File: src/hw/rtl/cbpo_pkg.sv
// Shared constants and types for the circle/box push-out pipeline.
`default_nettype none

package cbpo_pkg;

    // Default coordinate width (signed Q16.8 at 24 bits).
    localparam int CBPO_COORD_WIDTH = 24;

    // Pipeline control handed to the sub-pipelines.
    typedef struct packed {
        logic en;   // whole pipeline advances
        logic vld;  // beat entering the first stage
    } t_pipe_ctl;

endpackage

`default_nettype wire

File: src/hw/rtl/cbpo_isqrt.sv
// Pipelined integer square root, one result bit per stage.
`default_nettype none

module cbpo_isqrt
    import cbpo_pkg::*;
#(
    parameter int RB   = 24,
    parameter int SB_W = 1
) (
    input  wire logic              i_clk,
    input  wire logic              i_rst_n,
    input  wire t_pipe_ctl         i_ctl,
    input  wire logic [2*RB-1:0]   i_rad,
    input  wire logic [SB_W-1:0]   i_sb,
    output logic                   o_vld,
    output logic [RB-1:0]          o_root,
    output logic [SB_W-1:0]        o_sb
);

    localparam int NB = 2 * RB;
    localparam int RW = RB + 2;

    wire logic            s_vld  [0:RB];
    wire logic [RW-1:0]   s_rem  [0:RB];
    wire logic [RB-1:0]   s_root [0:RB];
    wire logic [NB-1:0]   s_rad  [0:RB];
    wire logic [SB_W-1:0] s_sb   [0:RB];

    assign s_vld[0]  = i_ctl.vld;
    assign s_rem[0]  = '0;
    assign s_root[0] = '0;
    assign s_rad[0]  = i_rad;
    assign s_sb[0]   = i_sb;

    for (genvar j = 0; j < RB; j++) begin : g_stage
        logic [RW-1:0]   w_sh;
        logic [RW-1:0]   w_trial;
        logic [RW-1:0]   w_diff;
        logic            w_ge;
        logic            r_vld;
        logic [RW-1:0]   r_rem;
        logic [RB-1:0]   r_root;
        logic [NB-1:0]   r_rad;
        logic [SB_W-1:0] r_sb;

        // remainder stays below 2*root+1, so its low RB bits carry it
        always_comb begin
            w_sh    = {s_rem[j][RW-3:0], s_rad[j][NB-1 -: 2]};
            w_trial = {s_root[j], 2'b01};
            w_ge    = (w_sh >= w_trial);
            w_diff  = w_sh - w_trial;
        end

        always_ff @(posedge i_clk) begin
            if (!i_rst_n) begin
                r_vld <= 1'b0;
            end else if (i_ctl.en) begin
                r_vld <= s_vld[j];
            end
        end

        always_ff @(posedge i_clk) begin
            if (i_ctl.en) begin
                r_rem  <= w_ge ? w_diff : w_sh;
                r_root <= {s_root[j][RB-2:0], w_ge};
                r_rad  <= {s_rad[j][NB-3:0], 2'b00};
                r_sb   <= s_sb[j];
            end
        end

        assign s_vld[j+1]  = r_vld;
        assign s_rem[j+1]  = r_rem;
        assign s_root[j+1] = r_root;
        assign s_rad[j+1]  = r_rad;
        assign s_sb[j+1]   = r_sb;
    end

    assign o_vld  = s_vld[RB];
    assign o_root = s_root[RB];
    assign o_sb   = s_sb[RB];

endmodule

`default_nettype wire

File: config.mk
export PLATFORM = sky130hd
export DESIGN_NAME = cbpo_isqrt
export DESIGN_NICKNAME = d
export VERILOG_FILES = /design/src/hw/rtl/cbpo_pkg.sv /design/src/hw/rtl/cbpo_isqrt.sv
export SDC_FILE = /design/constraint.sdc
export NUM_CORES = 2
export LEC_CHECK = 0
export BUFFER_PORTS_ARGS = -buffer_cell sky130_fd_sc_hd__clkbuf_2
export CAP_MARGIN = 20
export CORE_ASPECT_RATIO = 1.75
export CORE_MARGIN = 2
export CORE_UTILIZATION = 45
export DETAILED_ROUTE_END_ITERATION = 10
export MAX_ROUTING_LAYER = met4
export PLACE_DENSITY = 0.7
export SLEW_MARGIN = 0
export SYNTH_ARGS = -nofsm -noshare
export SYNTH_HDL_FRONTEND = slang
export SYNTH_SLANG_ARGS = --single-unit
File: constraint.sdc
create_clock -name i_clk -period 3.5 [get_ports i_clk]
set_input_delay 0.525 -clock i_clk [delete_from_list [all_inputs] [get_ports i_clk]]
set_output_delay 0.525 -clock i_clk [all_outputs]
set_load 0.005 [all_outputs]
==> metrics.cfg <==
[synthesis]
syn_area_mm2 = 0.0648
async_flop_share = 0
synth_most_common_cell = edfxtp_1
synth_top_cell_by_area = edfxtp_1
yosysWarnings = 0
synth_seq_cells = 1422
synthDominantCellAreaShare = 0.648
synth_top_cells_by_count = edfxtp_1, inv_1, nand2_1
syn_avg_cell_area_um2 = 13.3
ys_seq_area_frac = 0.655
ys_top_cells_by_area = edfxtp_1, ha_1, xnor2_1
syn-num-nets = 5260
synth_cell_types = 80
synth-edff-count = 1398
ys.flop_type = edfxtp_1
syn_inst = 4882

[critical_path]
critical_path_class = reg -> reg
crit_chain = inv_2 -> ha_4 -> o21ai_4 -> a21o_1 -> a21oi_4 -> a211o_1 -> o31a_1 -> o21ai_1 -> nand2_1 -> a2111oi_4 -> buf_6 -> buf_6 -> clkbuf_16 -> mux2_4
critPathMaxStageDelay_ns = 0.40
cp-start-kind = register
critPathSlowestCell = edfxtp_1
required_ns = 4.00
end_kind = register
reg2reg_to = g_stage[22].r_rem[18]$_DFFE_PP_
rrSetupSlack_ns = 0.04
cp_common_cell = buf_6
cp_data_arrival_time_ns = 3.96
critPathLaunch = g_stage[21].r_root[1]$_DFFE_PP_
cp_max_fo = 6
crit_end = g_stage[22].r_rem[18]$_DFFE_PP_
r2r-start = g_stage[21].r_root[1]$_DFFE_PP_
ff2ff_path_depth = 14

[route]
ant_nets = 0
drt_iter0_markers = 1812
vias = 38817
drt-total-wl_um = 130000
avgRoutedWirePerCell_um = 18.0
via_per_inst = 5.36
dr.pass1.iters = 6
drc = 0

[sta]
relSlewSlack = 0.439
rsz0062_at_grt = true
maxSlewViolCount = 0
fmax_ghz = 0.289
fin_crit_ns = 3.46
setup_violations = 0
fin_skew_ns = 0.0616
worst_slew_pin_slew_ns = 0.834
period_share = 0.989
final_hold_viol_count = 0
whs_ns = 0.0751

[die]
die_x_um = 291
rows = 184
io_pins = 79
core_mm2 = 0.143
fp.dieH_um = 506
start_util = 0.453
dieArea_mm2 = 0.147

[clock_tree]
cts_tree = yes
root_buffer = clkbuf_16
clk_pin_slew_ns = 0.06
htreeDepth = 4
clkLatencyLatePin_ns = 0.76
cts.sinks = 1422
cts_buffer_depth = 3
cts_buffers = 133

[placement]
dpl.hpwl_um = 96600
dpl_cell_area_mm2 = 0.0691
place_congestion = 0.962
io_buffers = 78

[global_route]
grt_usage = 0.181
grt_max_degree = 98
gr-total-overflow = 0
antenna_found_initial = 1
grt_pass1_vias = 41038
grt_pass1_wl_um = 205000

[status]
status = completed

[min_path]
hold_class = in -> reg
min_path_cells = 2

[power]
irDropWorstVdd_mv = 0.503
power.density_mw_per_mm2 = 621
p_leak_nw = 28.6

[run]
maxCapViolations = 0

[layout]
layout.nets = 5656
drive_gt1_frac = 0.113
final_cell_area_mm2 = 0.0744
syn2layout_area_growth_pct = 14.8

==> layout make-up <==
class | count | area, um^2
Fill cell | 11919 | 68800
Sequential cell | 1422 | 42500
Clock buffer | 165 | 3470
Multi-Input combinational cell | 2981 | 20900
Antenna cell | 1 | 2.50
Inverter | 402 | 1510
Tap cell | 1860 | 2330
Timing Repair Buffer | 338 | 2910
Clock inverter | 71 | 774
==> state kept, by name, indices dropped and copies added (netlist names) <==
name            count
g_stage.r_rad     552
g_stage.r_rem     522
g_stage.r_root    276
o_root             24
g_stage.r_sb       23
g_stage.r_vld      23
o_sb                1
o_vld               1
==> metal layers <==
| metal | part of all wire | vias up | track usage |
|---|---|---|---|
| met5 | 0 | - | - |
| met4 | 0.074 | 0 | 0.120 |
| met3 | 0.026 | 442 | 0.0255 |
| met2 | 0.61 | 789 | 0.381 |
| met1 | 0.29 | 18802 | 0.134 |
| li1 | - | 18784 | - |
==> cells in the final DEF, fill, tap and decap left out, types with 23 or more instances in the layout <==
cell type / Yosys / routed
nor2b_1: 78 / 77
clkbuf_16: 0 / 136
ha_1: 325 / 315
nor4_1: 67 / 65
a21o_1: 115 / 115
dfxtp_1: 24 / 24
clkinv_2: 0 / 23
nor2_1: 251 / 248
xor2_1: 199 / 199
xnor2_1: 220 / 220
inv_1: 399 / 394
nand2_1: 347 / 346
edfxtp_1: 1398 / 1398
nor3_1: 110 / 109
mux2_2: 36 / 30
clkbuf_2: 0 / 77
a211oi_1: 37 / 31
nand3_1: 62 / 62
o21a_1: 62 / 62
dlygate4sd3_1: 0 / 50
mux2i_1: 39 / 39
nand4_1: 39 / 39
nand2b_1: 70 / 70
and3_1: 26 / 26
clkbuf_1: 66 / 31
o21ai_0: 254 / 250
or3_1: 29 / 29
o31ai_1: 37 / 37
buf_12: 0 / 30
a21oi_1: 278 / 270
or4_1: 26 / 26
buf_4: 2 / 175
==> stage by stage <==
step | cells | TNS, ns | total power, mW | utilization | worst slack (ns)
2_1_floorplan | 4882 | 0 | 28.6 | - | 0.110
3_3_place_gp | 6943 | -0.0985 | 31.5 | 0.483 | -0.0824
3_5_place_dp | 6943 | -0.131 | 31.8 | 0.483 | -0.0550
4_1_cts | 7232 | 0 | 46.2 | 0.517 | 0.00661
5_1_grt | 7240 | -1.24 | 48.4 | 0.519 | -0.0882
6_report | 7240 | 0 | 46.2 | 0.519 | 0.0394
==> logic make-up after synthesis <==
| group | after synthesis | share of synthesized area |
|---|---|---|
| DFF | 1422 | 0.655 |
| and+or+nand+nor | 1199 | 0.0917 |
| adders and majority gates | 325 | 0.0628 |
| buffers and inverters | 479 | 0.0280 |
| muxes | 92 | 0.0152 |
| xor gates and xnor gates | 419 | 0.0566 |
| AOI/OAI and AO/OA | 945 | 0.0904 |
| other | 1 | 0.0000579 |
==> repair_timing <==
item,in CTS,in global routing
resized for setup,9,67
pin swaps,1,13
cloned,1,2
hold buffers,50,0
hold endpoints to repair,49,0
setup buffers,2,5
endpoints found under the setup margin,24,49
==> critical path, delay by kind of cell (launching register included) <==
family | cells | cell delay, ns
fa+ha+maj | 1 | 0.22
flops | 1 | 0.40
mux | 1 | 0.31
buf+inv | 4 | 0.53
simple gates | 1 | 0.11
compound gates | 7 | 1.62
==> where the power goes <==
part / leakage (nW) / switching (mW) / total (mW) / internal, mW
Clock: 2.06 / 6.34 / 14.1 / 7.76
Sequential: 13.6 / 1.19 / 22.5 / 21.3
Combinational: 13.0 / 5.17 / 9.58 / 4.42
Total: 28.6 / 12.7 / 46.2 / 33.5
==> worst min-delay path by stage <==
stage | startpoint | end
6_report | i_rad[46] | g_stage[0].r_rem[0]$_DFFE_PP_
5_1_grt | i_rad[46] | g_stage[0].r_rem[0]$_DFFE_PP_
4_1_cts | i_rad[46] | g_stage[0].r_rem[0]$_DFFE_PP_
3_5_place_dp | g_stage[10].r_rad[26]$_DFFE_PP_ | g_stage[11].r_rad[28]$_DFFE_PP_
3_3_place_gp | g_stage[16].r_rad[34]$_DFFE_PP_ | g_stage[17].r_rad[36]$_DFFE_PP_
2_1_floorplan | g_stage[9].r_rad[20]$_DFFE_PP_ | g_stage[10].r_rad[22]$_DFFE_PP_
Note: power is estimated with default switching activity, not from simulation.
